===== src/sv/bce_pkg.sv =====
package bce_pkg;

  // Defaults for the top-level parameters
  localparam int MAX_WIDTH_DEF = 2048;
  localparam int PASSES_DEF    = 3;

  // Frame dimension registers and row counters
  localparam int DIM_W = 12;
  localparam int ROW_W = DIM_W + 1;

  // Configuration port
  localparam int CFG_IDX_W = 2;
  localparam logic [CFG_IDX_W-1:0] CFG_IMAGE_WIDTH  = 2'd0;
  localparam logic [CFG_IDX_W-1:0] CFG_IMAGE_HEIGHT = 2'd1;
  localparam logic [DIM_W-1:0]     DIM_RESET        = 12'd2048;

  typedef struct packed {
    logic pixel_in;
    logic flush;
  } in_item_t;

  typedef struct packed {
    logic pixel_out;
    logic frame_last;
  } out_item_t;

  // Token moving through the erosion stages, one per taken item
  typedef struct packed {
    logic vld;   // slot holds a token
    logic sof;   // first token of a frame
    logic pv;    // token carries a pixel for the next stage
    logic pix;   // pixel value
    logic eof;   // pixel is the last one of the frame
  } tok_t;

endpackage


===== src/sv/bce_ofifo.sv =====
module bce_ofifo #(
  parameter int DEPTH = 2 * bce_pkg::PASSES_DEF + 3
) (
  input  logic               clk,
  input  logic               rst_n,
  input  logic               take,
  input  logic               drop,
  input  logic               push,
  input  bce_pkg::out_item_t push_data,
  output logic               in_stall,
  output logic               out_valid,
  input  logic               out_stall,
  output bce_pkg::out_item_t out_data
);
  import bce_pkg::*;

  localparam int PTR_W = $clog2(DEPTH);
  localparam int CNT_W = $clog2(DEPTH + 1);

  out_item_t        fifo_q [DEPTH];
  logic [PTR_W-1:0] wr_r, rd_r, wr_nxt, rd_nxt;
  logic [CNT_W-1:0] cnt_r, cnt_nxt, used_r, used_nxt;
  logic             pop;

  // Pointers, fill count and credit: tokens in flight plus stored results
  always_comb begin
    pop      = (cnt_r != '0) && !out_stall;
    wr_nxt   = wr_r;
    rd_nxt   = rd_r;
    if (push) begin
      wr_nxt = (wr_r == PTR_W'(DEPTH - 1)) ? '0 : wr_r + PTR_W'(1);
    end
    if (pop) begin
      rd_nxt = (rd_r == PTR_W'(DEPTH - 1)) ? '0 : rd_r + PTR_W'(1);
    end
    cnt_nxt  = cnt_r + CNT_W'(push) - CNT_W'(pop);
    used_nxt = used_r + CNT_W'(take) - CNT_W'(drop) - CNT_W'(pop);
  end

  always_ff @(posedge clk) begin
    if (!rst_n) begin
      wr_r   <= '0;
      rd_r   <= '0;
      cnt_r  <= '0;
      used_r <= '0;
    end else begin
      wr_r   <= wr_nxt;
      rd_r   <= rd_nxt;
      cnt_r  <= cnt_nxt;
      used_r <= used_nxt;
    end
  end

  // Store results
  always_ff @(posedge clk) begin
    if (push) begin
      fifo_q[wr_r] <= push_data;
    end
  end

  assign in_stall  = used_r == CNT_W'(DEPTH);
  assign out_valid = cnt_r != '0;
  assign out_data  = fifo_q[rd_r];

endmodule


===== config.mk =====
export PLATFORM = sky130hd
export DESIGN_NAME = bce_ofifo
export DESIGN_NICKNAME = d
export VERILOG_FILES = /design/src/sv/bce_pkg.sv /design/src/sv/bce_ofifo.sv
export SDC_FILE = /design/constraint.sdc
export NUM_CORES = 1
export LEC_CHECK = 0
export BUFFER_PORTS_ARGS = -buffer_cell sky130_fd_sc_hd__buf_2
export CELL_PAD_IN_SITES_DETAIL_PLACEMENT = 1
export CELL_PAD_IN_SITES_GLOBAL_PLACEMENT = 2
export CORE_AREA = 2 2 70 72
export DETAILED_ROUTE_END_ITERATION = 16
export DIE_AREA = 0 0 72 74
export GPL_TIMING_DRIVEN = 0
export PLACE_DENSITY_LB_ADDON = 0.1
export RECOVER_POWER = 50
export SLEW_MARGIN = 40
export SYNTH_ARGS = -nofsm -noshare
export SYNTH_HDL_FRONTEND = slang
export SYNTH_SLANG_ARGS = --single-unit

===== constraint.sdc =====
create_clock -name clk -period 3 [get_ports clk]
set_input_delay 0.15 -clock clk [delete_from_list [all_inputs] [get_ports clk]]
set_output_delay 0.15 -clock clk [all_outputs]
set_load 0.03 [all_outputs]

# == Word-level counts from Yosys, hierarchy flattened ==
# Memories as Yosys holds them, arrays and structs flattened. A register that Yosys moved wholly into a read port is not among the register bits.
# Index checks and enable logic that the tools add are counted.
# totals
mem_bits_ro,0
mem_count,1
ramBits,18
regBits,16
latchBits,0
word_cells,24
output_inout_bits,4
# mem_list
name,depth,word_bits,read_ports,rd_ports_with_merged_regs,wr,line,text
fifo_q,9,2,1,1,1,bce_ofifo.sv:20,out_item_t fifo_q [DEPTH];
# classes
addsub,7
bitwise,0
n_eq_ne,3
multipliers,0
n_lt_le_gt_ge,0
muxes,6
shifts,0
n_div,0
reduce_logical,3
# op_table
op,n
4-bit 2-to-1 mux,4
4-bit == test (second input constant),3
4-bit by 1-bit subtractor with 4-bit output,3
4-bit by 1-bit adder with 4-bit output,2
4-bit by 1-bit adder with 4-bit output (second input constant),2
4-bit nonzero test,1
1-bit 2-to-1 mux,2
1-bit logical AND,1
1-bit zero test,1

# == Depth between registers and ports, before layout ==
# Gate-level depths: netlist (run 1).
# logic_depth
word_depth,4
mapped_depth,14

# == Worst setup path before layout (run 1) ==
# No wires, ideal clock.
# synth_timing
path_kind,register to register
start,register cnt_r[2]
end,register used_r[3]
stages_incl_launch_ff,15
path_buffers,1
period_less_slack_ps,2542
arrival_time_ps,2427
path_slack_ps,458
path_cell_list,dfxtp_1 > inv_1 > ha_1 > nor3b_1 > or2_1 > buf_2 > fa_1 > inv_1 > ha_1 > inv_1 > ha_1 > inv_1 > fa_1 > xnor2_1 > and2_1
# synth_between
elab_chain_len,3
# synth_rtl
element,line,text
"start, declared",bce_ofifo.sv:22,"logic [CNT_W-1:0] cnt_r, cnt_nxt, used_r, used_nxt;"
"start signal, assigned",bce_ofifo.sv:49,cnt_r <= cnt_nxt;
4-bit nonzero test,bce_ofifo.sv:27,pop = (cnt_r != '0) && !out_stall;
1-bit logical AND,bce_ofifo.sv:27,
4-bit by 1-bit subtractor with 4-bit output,bce_ofifo.sv:37,used_nxt = used_r + CNT_W'(take) - CNT_W'(drop) - CNT_W'(pop);
"end signal, assigned",bce_ofifo.sv:50,used_r <= used_nxt;
"end, declared",bce_ofifo.sv:22,
# Every way passes these cells.
# A chain may end at the register's enable or synchronous reset.

# == Final worst setup path (run 1) ==
# Same ends and word-level chain as after synthesis.

==> metrics.md, run 1 <==
| Metric | Value |
|---|---|
| Via count | 1089 |
| Row count | 25 |
| Max_slew headroom | 0.725 |
| CTS tree | done |
| Final Hold Viols | 0 |
| Fin util | 0.442 |
| Initial DRC Count | 43 |
| Worst-path clk slew | 70 ps |
| Post-Syn Nets | 179 |
| Vias in the first global route | 1168 |
| PostCTS Resize Cnt | 0 |
| Starting Density | 0.385 |
| Yosys warning count | 0 |
| WL final | 3320 um |
| Status | finished clean |
| Setup TNS | 0 ps |
| Remaining Overflow, GRT | 0 |
| Post-synthesis average cell area | 11.6 um2 |
| FFs w/ async S/R, synth | 0 |
| Dpl hpwl | 2590 um |
| Max Freq | 0.374 GHz |
| Psw | 0.490 mW |
| Critical path peak fanout | 6 |
| Clk_skew | 4.43 ps |
| Total Nets Final | 197 |
| Hold slack final | 193 ps |
| Mapped cell area | 1770 um2 |
| Pre-antenna DRT Iters | 3 |
| Setup Fix Bufs, Post-CTS | 0 |
| Setup crit start kind | flip-flop |
| H-tree levels | 2 |
| Slew Viols, Final | 0 |
| Power Dens Cells | 829 nW/um2 |
| Post-synth EDFFs | 18 |
| Placed insts | 218 |
| Hold/Removal Path Class | in2reg |
| WP buf/inv | 5 |
| Tot GR Track Use | 0.145 |
| CTS root buffer | clkbuf_8 |
| Clock Latency Late Sink | 280 ps |
| DRC errors left | 0 |
| Cells along the critical path | inv_1, ha_1, nor3b_1, or2_1, buf_2, fa_1, inv_1, ha_1, inv_1, ha_1, inv_1, fa_1, xnor2_1, and2_1 |
| Highest-delay cell along the critical path | fa_1 |
| Global-route wire length before repair | 5570 um |
| Core Footprint | 4600 um2 |
| Sequential share of power | 0.385 |
| Gpl congestion | 0.735 |
| Critical path type | reg2reg |
| Non-Filler Instances | 226 |
| Initial antenna violation count | 0 |
| Crit path DAT | 2860 ps |
| Die width | 72 um |
| Lkg Pwr | 0.824 nW |
| Main synth FF type | dfxtp_1 |
| Hold_buf cts | 0 |
| Period minus WS final | 2680 ps |
| Crit share post-route | 0.892 |
| Int Pwr | 1.20 mW |
| CTS buffer count | 5 |
| Average wire per standard cell | 14.7 um |
| IO Pins | 12 |
| Cells after synthesis | 153 |
| Pin count of the biggest net entering global routing | 13 |
| FILL cells | 497 |
| Maxcap violations | 0 |
| Tightest Pin Transition | 413 ps |
| #FFs+latches synth | 38 |
| # setup viols final | 0 |
| Area Growth Syn to Fin | 14.8% |
| Crit path top cell by count | inv_1 |
| CTS sink cnt | 38 |
| Share of layout cells above drive strength 1 | 0.122 |
| Combinational share of power | 0.297 |
| Post-synth cell types | 30 |
| Die height | 74 um |
| Antenna-violating nets left | 0 |
| Sw frac | 0.291 |
| Clock share of power | 0.318 |
| Clock tree buffer depth | 2 |
| Vias per std cell | 4.82 |
| Sequential fraction of the synthesis area | 0.531 |
| Crit end category | flip-flop |
| Cell family with most CP delay | adder cells |
| CP peak stage delay | 370 ps |
| Critical Path RT | 3180 ps |
| Buffers on Ports | 11 |
| Die Area | 5330 um2 |
| Ant diodes | 0 |
| RSZ-0062 raised after global routing | false |
| Max VDD drop | 0.289 mV |
[power groups by stage]
stage,Clock (mW),Combinational (mW),Sequential [mW]
2_1_floorplan,0,0.390,0.650
3_3_place_gp,0,0.478,0.659
3_5_place_dp,0,0.517,0.662
4_1_cts,0.550,0.522,0.650
5_1_grt,0.575,0.580,0.658
6_report,0.536,0.501,0.649
[worst register-to-register path, cell delays in order, from the launching register on]
cell,delay [ps]
dfxtp_1,310
inv_1,50
ha_1,180
nor3b_1,140
or2_1,200
buf_2,160
fa_1,370
inv_1,60
ha_1,210
inv_1,60
ha_1,130
inv_1,50
fa_1,370
xnor2_1,130
and2_1,150
[layout by cell type, fill, tap and decap left out]
| cell | instances |
|---|---|
| buf_6 | 1 |
| inv_1 | 21 |
| and2_1 | 6 |
| and3_1 | 1 |
| nor2b_1 | 3 |
| a21o_1 | 1 |
| nand4b_1 | 1 |
| o211a_1 | 1 |
| fa_1 | 3 |
| o211ai_1 | 1 |
| bufinv_16 | 2 |
| nand4_1 | 1 |
| nor2_1 | 13 |
| ha_1 | 15 |
| o21ai_0 | 3 |
| nand3_1 | 2 |
| xor2_1 | 3 |
| xnor2_1 | 3 |
| nand2_1 | 9 |
| mux4_2 | 2 |
| clkbuf_1 | 4 |
| clkbuf_8 | 6 |
| a21oi_1 | 1 |
| nor3b_1 | 1 |
| edfxtp_1 | 18 |
| dfxtp_1 | 20 |
| o21ai_1 | 2 |
| nand2b_1 | 5 |
| or2_1 | 1 |
| a21boi_0 | 3 |
| mux2i_1 | 9 |
| buf_2 | 10 |
[cells in the mapped netlist, types with 2 or more instances]
library cell	count	area (um2)
a21boi_0	3	22.5
and2_1	6	37.5
clkbuf_1	2	7.51
dfxtp_1	20	400
edfxtp_1	18	541
fa_1	3	60.1
ha_1	15	188
inv_1	21	78.8
mux2i_1	9	90.1
mux4_2	2	45.0
nand2_1	9	33.8
nand2b_1	5	31.3
nand3_1	2	10.0
nor2_1	13	48.8
nor2b_1	3	18.8
o21ai_0	3	15.0
o21ai_1	2	10.0
xnor2_1	3	26.3
xor2_1	3	26.3
[path summary, 6_finish.rpt]
path	from	endpoint	slack, ps	cells past startpoint
setup / recovery	cnt_r[2]	used_r[3]	320	14
hold / removal	rst_n	rd_r[0]	190	2
setup reg to reg	cnt_r[2]	used_r[3]	320	14
hold reg to reg	rd_r[0]	rd_r[0]	550	2
[per-layer routing]
layer,track usage,wire (um),vias up
met5,0,0,-
met4,0.0587,31,0
met3,0.0528,95,4
met2,0.256,1790,10
met1,0.158,1400,538
li1,-,-,537
[kinds of logic (layout without fill, tap and decap cells)]
kind of cell,after synthesis,after routing,share of synthesized area
XOR/XNOR,6,6,0.0297
flip-flops,38,38,0.531
AO/OA/AOI/OAI,12,12,0.0438
buffers and inverters,25,44,0.0579
adder cells (fa/ha/maj),18,18,0.140
multiplexers,11,11,0.0763
AND/OR/NAND/NOR,43,43,0.121
[cell type report]
cell class	count	area (um2)	area share
buffer	4	23.8	0.0117
timing repair buffer	11	52.6	0.0258
sequential	38	941	0.462
clock inverter	2	60.1	0.0295
inverter	21	78.8	0.0387
tap	54	67.6	0.0332
clock buffer	6	82.6	0.0406
multi-input combinational	90	728	0.358
[stage by stage]
step	setup WS, ps	power [mW]	area, um2
finish	323	1.69	2030
global route	138	1.81	2030
CTS	279	1.72	2040
detailed placement	286	1.18	1890
global placement	347	1.14	1890
floorplan	458	1.04	1770
Power figures use the tool's default switching activity.
==> run 2: changes to the inputs <==
- CELL_PAD_IN_SITES_DETAIL_PLACEMENT: 1 -> default
- CELL_PAD_IN_SITES_GLOBAL_PLACEMENT: 2 -> default
- CORE_AREA: 2 2 70 72 -> 2 2 66 68
- DIE_AREA: 0 0 72 74 -> 0 0 68 70
- PLACE_DENSITY_LB_ADDON: 0.1 -> default
- SLEW_MARGIN: 40 -> default
==> run 2 against run 1 <==
Critical endpoint unchanged. Setup slack improved by 19 ps. Largest cell class unchanged. First-iteration DRC count fell by 9.3%. Power decreased by 13%. Fmax rose by 0.70%. Design area shrank 3.0%. Flip-flop and latch count unchanged. Clock skew about the same.
==> metrics.md, run 2 (synthesis gave the netlist of run 1 again) <==
| Metric | Value |
|---|---|
| Via count | 1078 (was 1089) |
| Die Area | 4760 um2 (was 5330 um2) |
| # setup viols final | 0 (unchanged) |
| Core Footprint | 4140 um2 (was 4600 um2) |
| Die width | 68 um (was 72 um) |
| Most frequent cells in the layout | inv_1 (21), dfxtp_1 (20), edfxtp_1 (18) (unchanged) |
| Slew Viols, Final | 0 (unchanged) |
| Critical Path RT | 3190 ps (was 3180 ps) |
| Setup Fix Bufs, Post-CTS | 0 (unchanged) |
| Setup TNS | 0 ps (unchanged) |
| Fin util | 0.476 (was 0.442) |
| Crit end category | flip-flop (unchanged) |
| Crit path DAT | 2850 ps (was 2860 ps) |
| Row count | 24 (was 25) |
| CTS root buffer | clkbuf_8 (unchanged) |
| Power Dens Cells | 746 nW/um2 (was 829 nW/um2) |
| WL final | 2810 um (was 3320 um) |
| Critical path peak fanout | 6 (unchanged) |
| Vias in the first global route | 1100 (was 1168) |
| CTS sink cnt | 38 (unchanged) |
| Max Freq | 0.376 GHz (was 0.374 GHz) |
| Cell family with most CP delay | adder cells (unchanged) |
| CTS tree | done (unchanged) |
| Critical path type | reg2reg (unchanged) |
| Maxcap violations | 0 (unchanged) |
| Total Nets Final | 197 (unchanged) |
| Placed insts | 216 (was 218) |
| Dpl hpwl | 2130 um (was 2590 um) |
| Hold_buf cts | 0 (unchanged) |
| WP buf/inv | 5 (unchanged) |
| Clock tree buffer depth | 2 (unchanged) |
| Initial antenna violation count | 0 (unchanged) |
| Tightest Pin Transition | 402 ps (was 413 ps) |
| Remaining Overflow, GRT | 0 (unchanged) |
| RSZ-0062 raised after global routing | false (unchanged) |
| Vias per std cell | 4.81 (was 4.82) |
| Crit path top cell by count | inv_1 (unchanged) |
| Pre-antenna DRT Iters | 4 (was 3) |
| Antenna-violating nets left | 0 (unchanged) |
| Buffers on Ports | 11 (unchanged) |
| Cells along the critical path | inv_1, ha_1, nor3b_1, or2_1, buf_2, fa_1, inv_1, ha_1, inv_1, ha_1, inv_1, fa_1, xnor2_1, and2_1 (unchanged) |
| Ant diodes | 0 (unchanged) |
| Initial DRC Count | 39 (was 43) |
| IO Pins | 12 (unchanged) |
| Die height | 70 um (was 74 um) |
| H-tree levels | 2 (unchanged) |
| CP peak stage delay | 380 ps (was 370 ps) |
| CTS buffer count | 5 (unchanged) |
| Reg2reg setup slack | 340 ps (was 320 ps) |
| Max_slew headroom | 0.729 (was 0.725) |
| Commonest non-fill, non-tap cell in the layout | inv_1 (unchanged) |
| DRC errors left | 0 (unchanged) |
| Global-route wire length before repair | 4810 um (was 5570 um) |
| Clock Latency Late Sink | 290 ps (was 280 ps) |
| Non-Filler Instances | 224 (was 226) |
| Highest-delay cell along the critical path | fa_1 (unchanged) |
| Area Growth Syn to Fin | 11.4% (was 14.8%) |
| Tot GR Track Use | 0.139 (was 0.145) |
| Average wire per standard cell | 12.5 um (was 14.7 um) |
| Share of layout cells above drive strength 1 | 0.116 (was 0.122) |
| Total power | 1.47 mW (was 1.69 mW) |
| Crit share post-route | 0.886 (was 0.892) |
| Starting Density | 0.428 (was 0.385) |
| Lkg Pwr | 0.794 nW (was 0.824 nW) |
| Period minus WS final | 2660 ps (was 2680 ps) |
| Worst-path clk slew | 70 ps (about the same) |
| Status | finished clean (unchanged) |
| Setup crit start kind | flip-flop (unchanged) |
| Gpl congestion | 0.725 (was 0.735) |
| Clk_skew | 4.20 ps (was 4.43 ps) |
| Max VDD drop | 0.228 mV (was 0.289 mV) |
| Final Hold Viols | 0 (unchanged) |
| Pin count of the biggest net entering global routing | 13 (unchanged) |
| Hold/Removal Path Class | in2reg (unchanged) |
| PostCTS Resize Cnt | 0 (unchanged) |
## run 2: cell types whose count changed in the layout (fill, tap and decap cells not counted)
cell and change:
clkbuf_8 -1, clkinv_2 +1, clkinv_1 +1, bufinv_16 -2, clkinvlp_4 +1
## run 2: cell type report
| cell class | count | area [um2] |
|---|---|---|
| Fill cell | 398 | 2170 |
| Sequential cell | 38 | 941 |
| Multi-Input combinational cell | 90 | 728 |
| Inverter | 21 | 78.8 |
| Clock buffer | 5 | 68.8 |
| Tap cell | 52 | 65.1 |
| Timing Repair Buffer | 11 | 52.6 |
| Buffer | 4 | 23.8 |
| Clock inverter | 3 | 16.3 |
## run 2: final timing paths
kind	start	to	cells past startpoint
worst min-delay path	rst_n	flip-flop	2
worst min register to register	rd_r[1]	flip-flop	2
worst max register to register	cnt_r[2]	used_r[3]	14
worst max-delay path	cnt_r[2]	used_r[3]	14
## run 2: through the flow
| step | hold slack [ps] | setup slack, ps | instance area, um2 |
|---|---|---|---|
| global route | 184 | 192 | 1970 |
| CTS | 166 | 332 | 1980 |
| detailed placement | 471 | 347 | 1890 |
| global placement | 454 | 375 | 1890 |
| finish | 172 | 342 | 1970 |
| floorplan | 249 | 458 | 1770 |
## run 2: report_power, final
part / switching [mW] / leakage, nW / internal, mW
clock network: 0.175 / 0.0416 / 0.159
registers: 0.0399 / 0.327 / 0.610
logic: 0.259 / 0.425 / 0.230
total: 0.474 / 0.794 / 0.998
## run 2: layer usage
metal  track usage  wire length [um]  up-vias
met1         0.168              1320      520
met5             0                 0        -
li1              -                 -      539
met2         0.220              1350       10
met4        0.0800                67        0
met3        0.0338                74        9
