**config.mk**
```make
export PLATFORM = sky130hd
export DESIGN_NAME = bce_feed
export DESIGN_NICKNAME = d
export VERILOG_FILES = /design/src/sv/bce_pkg.sv /design/src/sv/bce_feed.sv
export SDC_FILE = /design/constraint.sdc
export NUM_CORES = 1
export LEC_CHECK = 0
export BUFFER_PORTS_ARGS = -buffer_cell sky130_fd_sc_hd__buf_4
export CAP_MARGIN = 20
export CORE_AREA = 2 2 109 111
export DETAILED_ROUTE_END_ITERATION = 12
export DIE_AREA = 0 0 111 113
export HOLD_SLACK_MARGIN = 0.08
export PLACE_DENSITY = 0.75
export SLEW_MARGIN = 20
export SYNTH_ARGS = -nofsm -noshare
export SYNTH_HDL_FRONTEND = slang
export SYNTH_SLANG_ARGS = --single-unit
```
**constraint.sdc**
```tcl
create_clock -name clk -period 7.6 [get_ports clk]
set_input_delay 0.38 -clock clk [delete_from_list [all_inputs] [get_ports clk]]
set_output_delay 0.38 -clock clk [all_outputs]
set_load 0.01 [all_outputs]
```
**src/sv/bce_pkg.sv**
```systemverilog
package bce_pkg;

  // Defaults for the top-level parameters
  localparam int MAX_WIDTH_DEF = 2048;
  localparam int PASSES_DEF    = 3;

  // Frame dimension registers and row counters
  localparam int DIM_W = 12;
  localparam int ROW_W = DIM_W + 1;

  // Configuration port
  localparam int CFG_IDX_W = 2;
  localparam logic [CFG_IDX_W-1:0] CFG_IMAGE_WIDTH  = 2'd0;
  localparam logic [CFG_IDX_W-1:0] CFG_IMAGE_HEIGHT = 2'd1;
  localparam logic [DIM_W-1:0]     DIM_RESET        = 12'd2048;

  typedef struct packed {
    logic pixel_in;
    logic flush;
  } in_item_t;

  typedef struct packed {
    logic pixel_out;
    logic frame_last;
  } out_item_t;

  // Token moving through the erosion stages, one per taken item
  typedef struct packed {
    logic vld;   // slot holds a token
    logic sof;   // first token of a frame
    logic pv;    // token carries a pixel for the next stage
    logic pix;   // pixel value
    logic eof;   // pixel is the last one of the frame
  } tok_t;

endpackage

```
**src/sv/bce_feed.sv**
```systemverilog
module bce_feed #(
  parameter int MAX_WIDTH = bce_pkg::MAX_WIDTH_DEF,
  parameter int PASSES    = bce_pkg::PASSES_DEF,
  parameter int CW        = $clog2(MAX_WIDTH)
) (
  input  logic                                clk,
  input  logic                                rst_n,
  input  logic                                in_valid,
  input  logic                                in_stall,
  input  bce_pkg::in_item_t                   in_data,
  input  logic                                cfg_we,
  input  logic [bce_pkg::CFG_IDX_W-1:0]       cfg_index,
  input  logic [bce_pkg::DIM_W-1:0]           cfg_data,
  output bce_pkg::tok_t                       tok_o,
  output logic [CW-1:0]                       wl_o,
  output logic [bce_pkg::DIM_W-1:0]           fh_o,
  output logic                                take_o
);
  import bce_pkg::*;

  localparam int TW = $clog2(MAX_WIDTH + 1);
  localparam int PW = (PASSES > 1) ? $clog2(PASSES) : 1;

  logic [DIM_W-1:0] cfg_w_r, cfg_h_r;
  logic             active_r, active_nxt;
  logic [CW-1:0]    wl_r, x_r, x_nxt;
  logic [DIM_W-1:0] fh_r, y_r, y_nxt;
  logic [TW-1:0]    tx_r, tx_nxt;
  logic [PW-1:0]    tp_r, tp_nxt;
  tok_t             tok_r, tok_nxt;
  logic [CW-1:0]    wl_o_r;
  logic [DIM_W-1:0] fh_o_r;

  logic [CW-1:0]    wl_cfg, wl_e, x_e;
  logic [DIM_W-1:0] fh_cfg, fh_e, y_e;
  logic [TW-1:0]    tx_e;
  logic [PW-1:0]    tp_e;
  logic             acc, start, pix_ph, take, tail_end, tx_wrap;

  // Frame size as latched at frame start: zero becomes one, width saturates
  always_comb begin
    if (cfg_w_r == '0) begin
      wl_cfg = '0;
    end else if (32'(cfg_w_r) > 32'(MAX_WIDTH)) begin
      wl_cfg = CW'(MAX_WIDTH - 1);
    end else begin
      wl_cfg = CW'(cfg_w_r - 12'd1);
    end
    fh_cfg = (cfg_h_r == '0) ? 12'd1 : cfg_h_r;
  end

  // Decide what the item does: start a frame, feed a pixel, drain, or drop
  always_comb begin
    acc      = in_valid && !in_stall;
    start    = !active_r;
    wl_e     = start ? wl_cfg : wl_r;
    fh_e     = start ? fh_cfg : fh_r;
    x_e      = start ? '0 : x_r;
    y_e      = start ? '0 : y_r;
    tx_e     = start ? '0 : tx_r;
    tp_e     = start ? '0 : tp_r;
    pix_ph   = y_e < fh_e;
    take     = acc && (!pix_ph || !in_data.flush);
    tx_wrap  = tx_e == (TW'(wl_e) + TW'(1));
    tail_end = !pix_ph && tx_wrap && (tp_e == PW'(PASSES - 1));
  end

  // Advance the frame counters
  always_comb begin
    active_nxt = active_r;
    x_nxt      = x_r;
    y_nxt      = y_r;
    tx_nxt     = tx_r;
    tp_nxt     = tp_r;
    if (take) begin
      active_nxt = !tail_end;
      x_nxt      = x_e;
      y_nxt      = y_e;
      tx_nxt     = tx_e;
      tp_nxt     = tp_e;
      if (pix_ph) begin
        if (x_e == wl_e) begin
          x_nxt = '0;
          y_nxt = y_e + 12'd1;
        end else begin
          x_nxt = x_e + CW'(1);
        end
      end else if (tx_wrap) begin
        tx_nxt = '0;
        tp_nxt = tp_e + PW'(1);
      end else begin
        tx_nxt = tx_e + TW'(1);
      end
    end
  end

  // Build the token for the first stage
  always_comb begin
    tok_nxt.vld = take;
    tok_nxt.sof = take && start;
    tok_nxt.pv  = pix_ph;
    tok_nxt.pix = in_data.pixel_in;
    tok_nxt.eof = 1'b0;
  end

  // Control state
  always_ff @(posedge clk) begin
    if (!rst_n) begin
      cfg_w_r  <= DIM_RESET;
      cfg_h_r  <= DIM_RESET;
      active_r <= 1'b0;
      x_r      <= '0;
      y_r      <= '0;
      tx_r     <= '0;
      tp_r     <= '0;
      tok_r    <= '0;
    end else begin
      if (cfg_we && (cfg_index == CFG_IMAGE_WIDTH)) begin
        cfg_w_r <= cfg_data;
      end
      if (cfg_we && (cfg_index == CFG_IMAGE_HEIGHT)) begin
        cfg_h_r <= cfg_data;
      end
      active_r <= active_nxt;
      x_r      <= x_nxt;
      y_r      <= y_nxt;
      tx_r     <= tx_nxt;
      tp_r     <= tp_nxt;
      tok_r    <= tok_nxt;
    end
  end

  // Frame size travels with the token
  always_ff @(posedge clk) begin
    if (take) begin
      wl_r <= wl_e;
      fh_r <= fh_e;
    end
    wl_o_r <= wl_e;
    fh_o_r <= fh_e;
  end

  assign tok_o  = tok_r;
  assign wl_o   = wl_o_r;
  assign fh_o   = fh_o_r;
  assign take_o = take;

endmodule

```
-- Word-level counts from Yosys, hierarchy flattened
Index checks and enable logic that the tools add are counted.
- register bits: 113
- word-level logic and storage cells: 61
- output and inout bits: 29
- input port bits: 21
- order comparisons: 2
- eq/ne operators: 4
- reductions and logical operators: 16
- $add $sub $neg: 6
- muxes and demuxes: 17
- operators with widths (kind ; count):
    two-way mux 12 bit ; 8
    two-way mux 11 bit ; 6
    adder 12 x 1 -> 12 bit, second input constant ; 2
    logical NOT 12 bit ; 2
    adder 11 x 1 -> 12 bit, second input constant ; 1
    equality test 12 bit ; 1
    > comparator 12 bit, second input constant ; 1
    less-than comparator 12 bit ; 1
    adder 11 x 1 -> 11 bit, second input constant ; 1
    equality test 11 bit ; 1
    subtractor 11 x 1 -> 11 bit, second input constant ; 1
    logical AND 1 bit ; 7
    two-way mux 2 bit ; 3
    logical NOT 1 bit ; 5
    adder 2 x 1 -> 2 bit, second input constant ; 1
    equality test 2 x 1 -> 1 bit, second input constant ; 1
    equality test 2 bit, second input constant ; 1
    logical NOT 2 bit ; 1
    logical OR 1 bit ; 1

-- Depth between registers and ports, before layout
Gate-level depths: netlist of the first run.
- depth in word-level cells: 9
- gate-level depth with buffers: 21
- depth with buffers taken out: 16

-- Worst setup path after synthesis of the first run
Ideal clock, no wire load.
- path type: reg2reg
- start point: register active_r
- end point: register x_r[1]
- buffers on the path: 8
- period minus slack after synthesis: 5533 ps
- arrival time: 5402 ps
- slack: 2067 ps
- cell stages (with the launch flop): 20
- library setup time: 131 ps
- cell sequence: dfxtp_1 clkbuf_1 clkbuf_1 clkbuf_1 buf_2 buf_2 buf_1 buf_1 mux2i_1 ha_1 a21o_1 a21o_1 a21o_1 a2111oi_0 o211a_1 a21o_1 clkinv_1 clkbuf_1 a32oi_1 nor3_1
- word-level cells in the longest chain between the ends: 5
- RTL lines (item ; RTL line ; source):
    from (decl) ; bce_feed.sv:25 ; logic active_r, active_nxt;
    from (signal assigned) ; bce_feed.sv:124 ; active_r <= active_nxt;
    two-way mux 12 bit (on tied branches) ; bce_feed.sv:59, bce_feed.sv:57 ;
    less-than comparator 12 bit * ; bce_feed.sv:62 ; pix_ph = y_e < fh_e;
    logical NOT 1 bit * ; bce_feed.sv:63 ; take = acc && (!pix_ph || !in_data.flush);
    logical OR 1 bit * ; bce_feed.sv:63 ;
    logical AND 1 bit * ; bce_feed.sv:63 ;
    net take_o ; bce_feed.sv:17 ; output logic take_o
    to (signal assigned) ; bce_feed.sv:125 ; x_r <= x_nxt;
    to (decl) ; bce_feed.sv:26 ; logic [CW-1:0] wl_r, x_r, x_nxt;
Mark *: on every way through the listed nets, which the timed path passes. The rest lies on a longest branch.
A chain may end at the register's enable or synchronous reset.

-- Final worst setup path of the first run
- start point: register active_r
- end point: output take_o
- word-level cells in the longest chain between the ends: 5
- RTL lines (item ; RTL line):
    two-way mux 12 bit (on tied branches) ; bce_feed.sv:59, bce_feed.sv:57
    less-than comparator 12 bit * ; bce_feed.sv:62
    logical NOT 1 bit * ; bce_feed.sv:63
    logical OR 1 bit * ; bce_feed.sv:63
    logical AND 1 bit * ; bce_feed.sv:63
    to (decl) ; bce_feed.sv:17
Mark *: on every way between the ends. The rest lies on a longest branch, timed or not.

==> results of run 1 <==
-- routing by layer --
metal	routed length, um	track usage, %	vias to the layer above
li1	-	-	2747
met1	7760	38.0	2676
met2	7820	43.4	211
met3	1040	4.39	33
met4	466	10.8	0
met5	0	0	-
-- logic make-up after synthesis --
group | count (synthesis)
and+or+nand+nor | 272
AOI/OAI and AO/OA | 200
DFF | 112
buffers and inverters | 81
xor gates and xnor gates | 35
adders and majority gates | 17
muxes | 17
other | 1
-- registers in the layout, indices dropped and copies added, names as in the netlist --
register,flops
tx_r,12
tp_r,2
wl_r,11
fh_r,12
y_r,12
tok_o,4
cfg_h_r,12
x_r,11
fh_o,12
active_r,1
cfg_w_r,12
wl_o,11
-- cells in the mapped netlist, drive strengths merged, types with 6 or more instances --
cell type and number:
dfxtp 89, nand2 73, a21oi 45, o21ai 43, nor2 41, clkbuf 31, inv 28, and2 23
edfxtp 23, xnor2 21, buf 20, nand3 20, and3 19, nand4 19, a31oi 17, ha 17
mux2i 16, xor2 14, nor3 12, nor4 12, or4 11, a22oi 10, o21a 10, a21o 8
a211oi 7, a31o 7, or3 7, nor2b 6
-- worst min path at each step --
stage | slack (ns) | end | startpoint | cells past startpoint
2_1_floorplan | 0.44 | cfg_h_r[0]$_SDFFE_PN0P_ | cfg_h_r[0]$_SDFFE_PN0P_ | 2
3_3_place_gp | 0.46 | y_r[1]$_SDFFE_PN0N_ | y_r[1]$_SDFFE_PN0N_ | 2
3_5_place_dp | 0.47 | cfg_h_r[0]$_SDFFE_PN0P_ | cfg_h_r[0]$_SDFFE_PN0P_ | 2
4_1_cts | 0.22 | tok_o[1]$_SDFF_PN0_ | in_data[1] | 2
5_1_grt | 0.24 | tok_o[1]$_SDFF_PN0_ | in_data[1] | 2
6_report | 0.23 | tok_o[1]$_SDFF_PN0_ | in_data[1] | 2
-- power by group through the flow --
stage	Sequential, mW	Clock (mW)	Combinational (mW)
after floorplan	0.659	0	0.151
after global placement	0.663	0	0.220
after detailed placement	0.663	0	0.223
after CTS	0.650	0.485	0.224
after global routing	0.652	0.501	0.247
final	0.650	0.478	0.227
-- metrics by stage --
step | hold WS (ns) | power [mW] | instance area (sq um)
after floorplan | 0.436 | 0.811 | 6350
after global placement | 0.456 | 0.883 | 6740
after detailed placement | 0.466 | 0.886 | 6740
after CTS | 0.221 | 1.36 | 7040
after global routing | 0.243 | 1.40 | 7040
final | 0.226 | 1.35 | 7040
-- layout make-up --
type	instances	area share, %
sequential	112	35.1
timing repair buffer	57	6.08
clock inverter	7	1.10
inverter	30	1.60
tap	143	2.54
multi-input combinational	542	50.3
clock buffer	9	3.20
==> qor.txt, run 1 <==
Status: finished, final reports clean
Post-CTS clock slew at the launch and capture registers of the worst setup and hold paths: 0.08 ns
Critical path class: flop to output port
Proportion of layout cells with a drive suffix above 1: 12.3%
Max capacitance violation total: 0
Count of buffers added by post-CTS timing repair for setup: 0
Number of pins exceeding their max-slew limit in the final report: 0
Area taken by flip-flops and latches: 2470 sq um
Post-synthesis net count: 773
Number of placement rows: 39
Antenna Nets Post-Route: 0
Sum of negative setup slack: 0 ns
Internal power contribution: 0.952 mW
Synthesized instance count: 735
Dominant cells by area after synthesis: sky130_fd_sc_hd__dfxtp_1, sky130_fd_sc_hd__edfxtp_1, sky130_fd_sc_hd__nand2_1, sky130_fd_sc_hd__a21oi_1, sky130_fd_sc_hd__ha_1
Clock group share of total power: 35.3%
Sequential group share of total power: 48.0%
Total number of clock tree sinks: 112
Overall routed net length: 17.1 mm
Via density per instance: 6.30
Area added between synthesis and finish: 10.8%
Avg Synthesized Cell Area: 8.64 sq um
Switching portion of total power: 29.7%
Number of gates on the worst path with buffers counted: 12
Post-synthesis sequential area ratio: 38.9%
R2r setup slk: 2.58 ns
Family with the most delay on the worst path: compound AO/OA/AOI/OAI gates
Skew final: 0.0118 ns
Register bit total from synthesis: 112
TritonCTS clock tree: yes
Final hold violation count: 0
Clk Tree Root Cell: sky130_fd_sc_hd__clkbuf_16
Highest achievable clock rate: 185 MHz
Die ar.: 12500 sq um
Most frequent standard cell in the layout excluding fill and tap cells: sky130_fd_sc_hd__dfxtp_1
Share of flip-flops with an asynchronous set or reset: 0%
Portion of netlist area occupied by mux cells: 2.70%
Global-route congestion overflow total: 0
Weighted congestion at the end of routability-driven global placement: 0.907
Kind of capture point of the worst setup path: output port
Worst-Skew Late Latency: 0.36 ns
Routed vias: 5667
Element type at the critical path start: flop
Final worst-path setup slack: 2.20 ns
Setup violation total in the final timing report: 0
Required time at the worst-slack endpoint: 7.22 ns
EDFF count, synth: 23
Setup repair after global routing missed its margin: false
Worst Reg2Reg Path Length in Cells: 14
Cell seen most often among critical-path stages: sky130_fd_sc_hd__a21o_1
Worst endpoint data arrival time: 5.02 ns
Slew at the pin closest to its max-slew limit: 0.953 ns
Vertical die dimension: 113 um
VDD IR max: 0.000165 V
Fraction of the cycle the final worst path needs: 71.0%
Worst path max stage delay: 0.67 ns
Combinational family with the most area after synthesis: simple AND/OR/NAND/NOR gates
Core ar.: 11300 sq um
Path type of the worst min-delay path: primary input to flop
Pre-CTS setup slack: 2.65 ns
Width of the die: 111 um
Synth Flop Type: sky130_fd_sc_hd__dfxtp_1
First-pass DRT Iterations: 6
Average routed wire per standard cell: 19.0 um
Antenna violations before repair: 0
Port bufs: 48
Maximum net fanout on the critical path: 40
Detailed-route DRC error count: 0
Largest area contributor in the synthesized netlist: sky130_fd_sc_hd__dfxtp_1
Multi-input gate area: 3540 sq um
Static leakage: 2.71 nW
Initial standard-cell utilization of the core: 56.3%
Final critical-path required period: 5.40 ns
Clk buf depth: 2
Xor-xnor portion of the synthesized cell area: 4.83%
Vias in the first global route: 5329
Sum of net half-perimeters after detailed placement: 12.2 mm
Post-Layout Cell Count: 900
Cts-stage hold buffer count: 0
Num ports: 50
Worst relative slew slack: 35.6%
Cell chain of the critical path: buf_4, mux2i_1, ha_1, a21o_1, a21o_1, a21o_1, a2111oi_0, o211a_1, a21o_1, clkinv_1, buf_4, buf_4
Number of buffers inserted during clock tree synthesis: 9
Share of the synthesized area in the top cell type: 28.1%
Post-cts sizing count: 0
Gate power share: 16.8%
Buf+Inv Stages, Crit Path: 4
Number of placed instances with taps included: 884
Worst reg2reg endpoint: x_r[5]$_SDFFE_PN0N_
Number of nets in the final layout: 790
Pin count of the biggest net entering global routing: 53
Count of antenna diodes in the layout: 0
Number of inserted filler cells in the final layout: 971
Compound-Gate Fraction of Synth Area: 21.2%
Worst setup path end: take_o
Detailed router's first-iteration violation count: 565
Most frequent cells in the layout: sky130_fd_sc_hd__dfxtp_1, sky130_fd_sc_hd__nand2_1, sky130_fd_sc_hd__buf_4
Post-synthesis instance area: 6350 sq um
Final Util: 62.4%
Synth warnings: 0
Source of the worst register-to-register timing path: active_r$_SDFFE_PN0N_
Critical-path top delay cell: sky130_fd_sc_hd__dfxtp_2
Net switching power figure: 0.403 mW
Post-synthesis cell type count: 79
Global-route total usage across every layer: 27.4%
H-Tree Level Count: 3
Worst setup path startpoint: active_r$_SDFFE_PN0N_
Simple-gate area share of the yosys netlist: 23.7%
Wire length of the first global-routing pass: 27.8 mm
Total power divided by cell area: 192 nW/um^2
Post-synthesis share of cell area spent on full adders, half adders and majority gates: 3.35%
No activity file was read; power rests on OpenSTA's default activity.
==> run 2: changes to the inputs <==
Clock period 7.6 ns to 5.65 ns, I/O delays scaled along.
==> qor.txt, run 2 (synthesis gave the netlist of run 1 again) <==
Status: finished, final reports clean
Worst endpoint data arrival time: 5.00 ns (-0.02 ns)
Cts-stage hold buffer count: 0 (unchanged)
Count of buffers added by post-CTS timing repair for setup: 0 (unchanged)
Antenna violations before repair: 0 (unchanged)
Setup violation total in the final timing report: 0 (unchanged)
Skew final: 0.00862 ns (-0.00317 ns)
Global-route congestion overflow total: 0 (unchanged)
Port bufs: 48 (unchanged)
Core ar.: 11300 sq um (unchanged)
Most frequent standard cell in the layout excluding fill and tap cells: sky130_fd_sc_hd__dfxtp_1
Count of antenna diodes in the layout: 0 (unchanged)
Vias in the first global route: 5369 (+0.75%)
Path type of the worst min-delay path: primary input to flop
First-pass DRT Iterations: 6 (unchanged)
Num ports: 50 (unchanged)
VDD IR max: 0.000237 V (+44%)
Kind of capture point of the worst setup path: flop
Highest achievable clock rate: 208 MHz
Slew at the pin closest to its max-slew limit: 1.03 ns (+0.0819 ns)
Worst-Skew Late Latency: 0.36 ns (about the same)
Area added between synthesis and finish: 10.8% (about the same)
Detailed router's first-iteration violation count: 557 (-1.4%)
Most frequent cells in the layout: sky130_fd_sc_hd__dfxtp_1, sky130_fd_sc_hd__nand2_1, sky130_fd_sc_hd__buf_4
Global-route total usage across every layer: 27.2% (-0.21 points)
Clk buf depth: 2 (unchanged)
Number of inserted filler cells in the final layout: 971 (unchanged)
Number of placement rows: 39 (unchanged)
H-Tree Level Count: 3 (unchanged)
Proportion of layout cells with a drive suffix above 1: 12.2% (-0.13 points)
Number of buffers inserted during clock tree synthesis: 9 (unchanged)
Detailed-route DRC error count: 0 (unchanged)
Total number of clock tree sinks: 112 (unchanged)
Weighted congestion at the end of routability-driven global placement: 0.930 (+2.6%)
Final critical-path required period: 4.80 ns
Required time at the worst-slack endpoint: 5.85 ns (-1.37 ns)
TritonCTS clock tree: yes
Post-cts sizing count: 0 (unchanged)
Via density per instance: 6.41 (+1.9%)
Average routed wire per standard cell: 18.9 um (-0.33%)
Maximum net fanout on the critical path: 14 (-65%)
Setup repair after global routing missed its margin: false
Critical path class: flop to flop
Sum of negative setup slack: 0 ns (unchanged)
Overall routed net length: 17.0 mm (-0.33%)
Fraction of the cycle the final worst path needs: 84.9%
Placement Cell Area: 6740 sq um (unchanged)
Pin count of the biggest net entering global routing: 52 (-1.9%)
Element type at the critical path start: flop
Clk Tree Root Cell: sky130_fd_sc_hd__clkbuf_16
Vertical die dimension: 113 um (unchanged)
Static leakage: 2.70 nW (-0.18%)
Total power divided by cell area: 260 nW/um^2 (+35%)
Final Cell Area: 7030 sq um (about the same)
Worst relative slew slack: 30.0% (-5.5 points)
Post-Layout Cell Count: 900 (unchanged)
Antenna Nets Post-Route: 0 (unchanged)
Max capacitance violation total: 0 (unchanged)
Initial standard-cell utilization of the core: 56.3% (unchanged)
Number of nets in the final layout: 790 (unchanged)
Die ar.: 12500 sq um (unchanged)
Wire length of the first global-routing pass: 27.4 mm (-1.4%)
Final hold violation count: 0 (unchanged)
Sum of net half-perimeters after detailed placement: 12.0 mm (-1.8%)
Routed vias: 5773 (+1.9%)
Number of placed instances with taps included: 884 (unchanged)
Width of the die: 111 um (unchanged)
Number of pins exceeding their max-slew limit in the final report: 0 (unchanged)
Post-CTS clock slew at the launch and capture registers of the worst setup and hold paths: 0.07 ns (about the same)
## run 2: through the flow
stage	setup WS (ns)	hold slack (ns)	total power, mW	util (%)
global placement	1.07	0.460	1.19	59.8
global route	0.562	0.132	1.89	62.4
detailed placement	1.02	0.467	1.19	59.8
finish	0.853	0.127	1.83	62.4
CTS	0.969	0.120	1.84	62.4
floorplan	0.117	0.407	1.09	-
## run 2: path summary, 6_finish.rpt
path	end	depth (start not counted)	slack [ns]	startpoint
setup / recovery	tp_r[0]$_SDFFE_PN0N_	16	0.85	cfg_w_r[0]$_SDFFE_PN0P_
hold / removal	tok_o[1]$_SDFF_PN0_	2	0.13	in_data[1]
setup reg to reg	tp_r[0]$_SDFFE_PN0N_	16	0.85	cfg_w_r[0]$_SDFFE_PN0P_
hold reg to reg	y_r[1]$_SDFFE_PN0N_	2	0.48	y_r[1]$_SDFFE_PN0N_
## run 2: layout make-up
class / count / area (sq um) / area share (%)
multi-input cells: 542 / 3540 / 50.4
flip-flops and latches: 112 / 2470 / 35.2
repair buffers: 57 / 428 / 6.08
clock buffers: 10 / 229 / 3.26
well taps: 143 / 179 / 2.54
inverters: 30 / 113 / 1.60
clock inverters: 6 / 67.6 / 0.961
## run 2: routing by layer
metal | GRT usage (%) | wire, um
met4 | 9.08 | 323
met2 | 44.4 | 8130
met3 | 6.27 | 1110
met1 | 36.1 | 7460
met5 | 0 | 0
## run 2: where the power goes
group          switching [mW]  internal (mW)
registers              0.0275          0.848
clock network           0.306          0.346
logic                   0.184          0.120
total                   0.517           1.31
## run 2: worst max-delay path, cell delays in order (launching register included)
cell and delay (ns):
sky130_fd_sc_hd__dfxtp_1 0.40, sky130_fd_sc_hd__inv_1 0.09, sky130_fd_sc_hd__ha_1 0.31, sky130_fd_sc_hd__nor4b_4 0.44
sky130_fd_sc_hd__a41oi_1 0.38, sky130_fd_sc_hd__o22ai_1 0.47, sky130_fd_sc_hd__inv_1 0.15, sky130_fd_sc_hd__ha_1 0.38
sky130_fd_sc_hd__nand3_1 0.09, sky130_fd_sc_hd__o21a_1 0.13, sky130_fd_sc_hd__o22ai_1 0.23, sky130_fd_sc_hd__o21ai_0 0.15
sky130_fd_sc_hd__nor2_1 0.11, sky130_fd_sc_hd__nand4_1 0.18, sky130_fd_sc_hd__nor4_4 0.68, sky130_fd_sc_hd__and2_1 0.30
sky130_fd_sc_hd__o311ai_0 0.14
